## src/rtl/keyed_record_table_unit_assert.svh

```systemverilog
// Assertion macros for the keyed record table RTL.
`ifndef KEYED_RECORD_TABLE_UNIT_ASSERT_SVH
`define KEYED_RECORD_TABLE_UNIT_ASSERT_SVH
`ifndef SYNTHESIS
`define KRT_ASSERT(lbl, prop, msg) \
  lbl: assert property (@(posedge clk_i) disable iff (!rst_ni) (prop)) else $error(msg);
`define KRT_ASSERT_ONEHOT0(lbl, vec, msg) \
  `KRT_ASSERT(lbl, $onehot0(vec), msg)
`else
`define KRT_ASSERT(lbl, prop, msg)
`define KRT_ASSERT_ONEHOT0(lbl, vec, msg)
`endif
`endif

```

## src/rtl/krt_pkg.sv

```systemverilog
// Package with sizes, codes and transaction types of the keyed record table.
`default_nettype none
package krt_pkg;

  localparam int CAPACITY   = 128;
  localparam int VALUE_BITS = 64;
  localparam int KEY_W      = 32;
  localparam int IDX_W      = (CAPACITY > 1) ? $clog2(CAPACITY) : 1;
  localparam int CNT_W      = $clog2(CAPACITY + 1);

  localparam logic [1:0] OP_INSERT = 2'd0;
  localparam logic [1:0] OP_REMOVE = 2'd1;
  localparam logic [1:0] OP_SEARCH = 2'd2;

  localparam logic [1:0] ST_OK      = 2'd0;
  localparam logic [1:0] ST_FULL    = 2'd1;
  localparam logic [1:0] ST_MISSING = 2'd2;

  typedef struct packed {
    logic [1:0]         operation;
    logic signed [31:0] key;
    logic [63:0]        value;
  } in_item_t;

  typedef struct packed {
    logic [1:0]  status;
    logic [63:0] found_value;
    logic [6:0]  found_position;
    logic [7:0]  entry_count;
  } out_item_t;

  typedef struct packed {
    logic load_match;
    logic shift_en;
    logic wr_en;
  } cell_ctrl_t;

endpackage
`default_nettype wire

```

## src/rtl/krt_cell.sv

```systemverilog
// One table entry: stored key and value, match flag and shift-down path.
`default_nettype none
module krt_cell (
  input  wire logic                            clk_i,
  input  wire logic                            rst_ni,
  input  wire krt_pkg::cell_ctrl_t             ctrl_i,
  input  wire logic                            valid_i,
  input  wire logic [krt_pkg::KEY_W-1:0]       cmp_key_i,
  input  wire logic [krt_pkg::KEY_W-1:0]       wr_key_i,
  input  wire logic [krt_pkg::VALUE_BITS-1:0]  wr_value_i,
  input  wire logic [krt_pkg::KEY_W-1:0]       nxt_key_i,
  input  wire logic [krt_pkg::VALUE_BITS-1:0]  nxt_value_i,
  input  wire logic                            hit_i,
  output logic                                 hit_o,
  output logic                                 first_o,
  output logic [krt_pkg::KEY_W-1:0]            key_o,
  output logic [krt_pkg::VALUE_BITS-1:0]       value_o
);

  logic [krt_pkg::KEY_W-1:0]      key_q;
  logic [krt_pkg::VALUE_BITS-1:0] value_q;
  logic                           match_q;

  // The match flag is taken when the transaction is accepted and held until the next one.
  always_ff @(posedge clk_i or negedge rst_ni) begin
    if (!rst_ni) begin
      match_q <= 1'b0;
    end else if (ctrl_i.load_match) begin
      match_q <= valid_i && (key_q == cmp_key_i);
    end
  end

  // A cell at or above the removed entry takes its upper neighbor's contents.
  always_ff @(posedge clk_i) begin
    if (ctrl_i.wr_en) begin
      key_q   <= wr_key_i;
      value_q <= wr_value_i;
    end else if (ctrl_i.shift_en && hit_o) begin
      key_q   <= nxt_key_i;
      value_q <= nxt_value_i;
    end
  end

  assign hit_o   = hit_i | match_q;
  assign first_o = match_q & ~hit_i;
  assign key_o   = key_q;
  assign value_o = value_q;

endmodule
`default_nettype wire

```

## config.mk

```make
export PLATFORM = sky130hd
export DESIGN_NAME = krt_cell
export DESIGN_NICKNAME = d
export VERILOG_FILES = /design/src/rtl/keyed_record_table_unit_assert.svh /design/src/rtl/krt_pkg.sv /design/src/rtl/krt_cell.sv
export SDC_FILE = /design/constraint.sdc
export NUM_CORES = 1
export LEC_CHECK = 0
export ABC_AREA = 1
export BUFFER_PORTS_ARGS = -buffer_cell sky130_fd_sc_hd__clkbuf_2
export CAP_MARGIN = 20
export CORE_AREA = 8 8 121 123
export DETAILED_ROUTE_END_ITERATION = 16
export DIE_AREA = 0 0 129 131
export PLACE_DENSITY = 0.76
export SYNTH_ARGS = -nofsm -noshare
export SYNTH_HDL_FRONTEND = slang
export SYNTH_SLANG_ARGS = --single-unit
```

## constraint.sdc

```tcl
create_clock -name clk_i -period 6.1 [get_ports clk_i]
set_input_delay 0.61 -clock clk_i [delete_from_list [all_inputs] [get_ports clk_i]]
set_output_delay 0.61 -clock clk_i [all_outputs]
set_load 0.05 [all_outputs]
```

# Word level (Yosys, flattened, before mapping)
# Cells that the tools add are included.
# word_totals
regBits	97
latchBits	0
ramBits	0
rom_bits	0
inputBits	231
mem_count	0
# classes
add_sub_neg	0
mul	0
div	0
n_lt_le_gt_ge	0
eq_ne	1
shift	0
n_mux	4
bitwise_logic	3
n_reduce_logical	3
# op_table
cell	n
two-way mux 64 bit	2
two-way mux 32 bit	2
equality test 32 bit	1
logical AND 1 bit	2
nonzero test 2 bit	1
bitwise AND 1 bit	1
NOT 1 bit	1
bitwise OR 1 bit	1

# Logic depth before layout (Yosys ltp)
# logic_depth
depth_word	4
depth_mapped	10

# Least setup slack after synthesis
# Ideal clock, no wire load.
# synth_path
path_type	input -> register
from	in hit_i
to	reg key_q (netlist bit key_o[0]) (enable)
setup_time_ps	908
arrival_time_ps	2679
setup_slack_ps	2513
path_stages	3
path_buffers	0
path_cell_list	or2_2 > nand2_1 > nand2_1
# synth_between
elab_chain_len	3
# synth_rtl
item	line_no	rtl
start: declaration	krt_cell.sv:13	input wire logic hit_i,
bitwise OR 1 bit	krt_cell.sv:44	assign hit_o = hit_i | match_q;
logical AND 1 bit	krt_cell.sv:38	end else if (ctrl_i.shift_en && hit_o) begin
nonzero test 2 bit (no line)	-	
end signal: assignment	krt_cell.sv:36	key_q <= wr_key_i;
end signal: assignment	krt_cell.sv:39	key_q <= nxt_key_i;
end: declaration	krt_cell.sv:20	logic [krt_pkg::KEY_W-1:0] key_q;
# Every way passes these cells.
# A chain may end at the register's enable or synchronous reset.

# Final worst setup path
# layout_path
from	in ctrl_i[0] (netlist name)
to	reg value_q (netlist bit value_o[61]) (enable)
# layout_between
elab_chain_len	1
# layout_rtl
item	line_no	rtl
start: declaration	krt_cell.sv:6	input wire krt_pkg::cell_ctrl_t ctrl_i,
nonzero test 2 bit (no line)	-	
end signal: assignment	krt_cell.sv:37	value_q <= wr_value_i;
end signal: assignment	krt_cell.sv:40	value_q <= nxt_value_i;
end: declaration	krt_cell.sv:21	logic [krt_pkg::VALUE_BITS-1:0] value_q;
# Every way passes these cells.

==> out/qor.txt <==
TIMING
-------------------------------------------------------------------------------------------
Period minus WS final ........................................................      2230 ps
Portion of the clock cycle consumed by the worst path in the final layout ....        36.6%
Count of pins over their slew limit ..........................................            0
Finish-stage setup viols .....................................................            0
Number of hold violations in the final report ................................            0
F_max ........................................................................    0.448 GHz
Slew HR ......................................................................        38.6%
Final setup skew .............................................................      3.13 ps
RSZ-0062 raised after global routing .........................................           no
Actual slew at the worst max-slew pin ........................................       921 ps
Final worst-path setup slack .................................................      3870 ps
Setup TNS Final ..............................................................         0 ps

CLOCKING
-------------------------------------------------------------------------------------------
H-tree lvl count .............................................................            3
Buffer cell driving the clock tree root ...................................... sky130_fd_sc_hd__clkbuf_16
Number of sinks handled by clock tree synthesis ..............................           97
Setup repair bufs after CTS ..................................................            0
Clk Latency, worst-skew pair .................................................       340 ps
Number of clock buffers inserted by TritonCTS ................................            9
Clock transition at the registers of the reported paths ......................        70 ps
Number of buffers between clock root and the deepest sink ....................            2
Post-cts resize count ........................................................            0
CTS tree .....................................................................        built
Post-cts hold buffer count ...................................................            0

SETUP PATH
-------------------------------------------------------------------------------------------
Maximum fanout along the worst path ..........................................           54
Crit path cell chain ......................................................... buf_2 > inv_2 > buf_4 > nand2_4 > buf_4
Worst EP arrival .............................................................      2210 ps
Setup CP Type ................................................................ primary input to register
Cell with the most instances on the worst path ............................... sky130_fd_sc_hd__buf_4
Delay of the slowest cell on the worst path ..................................       670 ps
Count of buffer and inverter cells on the critical path ......................            4
CP Launch Type ............................................................... primary input
Gate family responsible for the most delay along the worst path .............. buffers and inverters
Kind of capture point of the worst setup path ................................     register
Critical path required time ..................................................      6080 ps
Slowest CP cell .............................................................. sky130_fd_sc_hd__buf_4

LOGIC SYNTHESIS
-------------------------------------------------------------------------------------------
Synthesis warning total ......................................................            0
Syn avg cell area ............................................................     8.71 um2
Share of the yosys chip area belonging to registers ..........................        61.7%
Post-Synthesis Cells .........................................................          541
Syn_nets .....................................................................          772
Netlist Area Pre-Place .......................................................  0.00471 mm2
Number of storage elements in the synthesis netlist ..........................           97
Number of library cell types mapped by synthesis .............................           17

GLOBAL ROUTE
-------------------------------------------------------------------------------------------
Vias in the first global route ...............................................        4,582
Antenna violations before repair .............................................            0
Wire length of the first global-routing pass .................................      23.1 mm
Total routing usage reported by global routing ...............................        18.0%
Remaining Overflow, GRT ......................................................            0
Maximum number of pins on one net before global-route repair .................           97

PLACE
-------------------------------------------------------------------------------------------
Cell count after placement ...................................................        1,028
Post-detailed-placement half-perimeter wirelength ............................      12.6 mm
# port buffers ...............................................................          328
Setup slack at placement .....................................................      3490 ps
Placer Congestion ............................................................        0.849

FLOORPLAN
-------------------------------------------------------------------------------------------
Floorplan Core Area ..........................................................   0.0129 mm2
Die Span Y ...................................................................       131 um
Chip Width ...................................................................       129 um
Row cnt ......................................................................           42
Number of top-level pins .....................................................          329
Initial Util .................................................................        36.6%
Area of the die ..............................................................   0.0169 mm2

LAYOUT
-------------------------------------------------------------------------------------------
Area grow syn2layout .........................................................        43.5%
Post-Route Utilization .......................................................        52.5%
Final Net Count ..............................................................        1,094
Layout cell share with drive strength beyond 1 ...............................        40.1%
Filler-free cell count of the finished design ................................        1,044
Antenna diodes ...............................................................            0

POWER
-------------------------------------------------------------------------------------------
Power consumption ............................................................      1.96 mW
Leakage power figure .........................................................      3.75 nW
Total power divided by cell area .............................................   290 mW/mm2
Maximum resistive drop on vdd ................................................     0.124 mV

ROUTE
-------------------------------------------------------------------------------------------
Routed WL ....................................................................      15.5 mm
Number of design-rule violations left by the first detailed-router iteration .          198
Vias post-DR .................................................................        4,552
Number of remaining DRC errors ...............................................            0
Via-per-instance ratio .......................................................         4.36
Final antenna-violating net count ............................................            0
Total iterations of the first detailed-routing run ...........................            4
Average wire per cell in the routed design ...................................      14.9 um

STATUS
-------------------------------------------------------------------------------------------
Result of the run ............................................................ finished clean

FLOW RUN
-------------------------------------------------------------------------------------------
Max capacitance violation total ..............................................            0

HOLD PATH
-------------------------------------------------------------------------------------------
Worst hold path type ......................................................... primary input to async pin

## flip-flops by register name, indices dropped and copies added, names as in the netlist
name and cells:
match_q 1, value_o 64, key_o 32
## final timing paths
path | startpoint | to | slack (ps) | depth (start not counted)
max in group asynchronous | rst_ni | match_q$_DFFE_PN0P_ | 5980 | 1
max reg2reg | match_q$_DFFE_PN0P_ | value_o[61]$_DFFE_PP_ | 4000 | 4
min | rst_ni | match_q$_DFFE_PN0P_ | 30 | 1
max | ctrl_i[0] | value_o[61]$_DFFE_PP_ | 3870 | 5
min reg2reg | match_q$_DFFE_PN0P_ | match_q$_DFFE_PN0P_ | 510 | 2
min in group clk_i | match_q$_DFFE_PN0P_ | match_q$_DFFE_PN0P_ | 510 | 2
## placed cells by master (no fill, tap or decap)
| cell type | instances |
|---|---|
| sky130_fd_sc_hd__nand2_4 | 1 |
| sky130_fd_sc_hd__bufinv_16 | 1 |
| sky130_fd_sc_hd__clkinv_1 | 3 |
| sky130_fd_sc_hd__nand3_1 | 1 |
| sky130_fd_sc_hd__inv_2 | 1 |
| sky130_fd_sc_hd__dfrtp_1 | 1 |
| sky130_fd_sc_hd__nand2_1 | 344 |
| sky130_fd_sc_hd__nor2_1 | 19 |
| sky130_fd_sc_hd__clkbuf_2 | 327 |
| sky130_fd_sc_hd__o21ai_0 | 1 |
| sky130_fd_sc_hd__clkbuf_16 | 9 |
| sky130_fd_sc_hd__xnor2_1 | 10 |
| sky130_fd_sc_hd__buf_2 | 1 |
| sky130_fd_sc_hd__nand4_1 | 5 |
| sky130_fd_sc_hd__o22ai_1 | 1 |
| sky130_fd_sc_hd__clkinv_2 | 1 |
| sky130_fd_sc_hd__edfxtp_1 | 96 |
| sky130_fd_sc_hd__or2_2 | 1 |
| sky130_fd_sc_hd__xor2_1 | 2 |
| sky130_fd_sc_hd__clkinvlp_4 | 2 |
| sky130_fd_sc_hd__inv_1 | 37 |
| sky130_fd_sc_hd__buf_4 | 4 |
## logic make-up (layout without fill, tap and decap cells)
family,after synthesis,after routing,share of synthesized area (%)
compound gates,2,2,0.239
xor+xnor,12,12,2.23
buf+inv,59,386,5.95
flops,97,97,61.7
simple gates,371,371,29.9
## metrics by stage
step	hold WS [ps]	cell area, um2
final	30.1	6760
after floorplan	314	4710
after global placement	385	6470
after detailed placement	387	6470
after CTS	14.6	6760
after global routing	17.3	6760
## cell type report
cell class / count / area (um2)
Fill cell: 1242 / 6110
Tap cell: 176 / 220
Clock buffer: 9 / 225
Clock inverter: 7 / 61.3
Multi-Input combinational cell: 385 / 1530
Sequential cell: 97 / 2910
Timing Repair Buffer: 332 / 1670
Inverter: 38 / 143
## synthesized netlist by cell type (all sizes together)
cell    number  area, um2
nand2      345       1290
edfxtp      96       2880
inv         38        143
buf         19        130
nor2        19       71.3
xnor2       10       87.6
nand4        5       31.3
clkbuf       2       7.51
xor2         2       17.5
dfrtp        1       25.0
nand3        1       5.00
o21ai        1       5.00
o22ai        1       6.26
or2          1       6.26
## power breakdown
group	total (mW)	internal, mW	leakage, nW	switching [mW]
clock	0.555	0.313	0.134	0.242
combinational	0.549	0.143	2.64	0.407
sequential	0.858	0.823	0.976	0.0353
## per-layer routing
metal / routed length, um / global-route usage, % / up-vias / share of wire, %
met4: 356 / 7.88 / 0 / 2.3
met3: 1530 / 6.05 / 24 / 9.9
met5: 0 / 0 / - / 0
met2: 7980 / 31.7 / 199 / 51
li1: - / - / 2330 / -
met1: 5660 / 19.3 / 1999 / 36
Power figures use the tool's default switching activity.
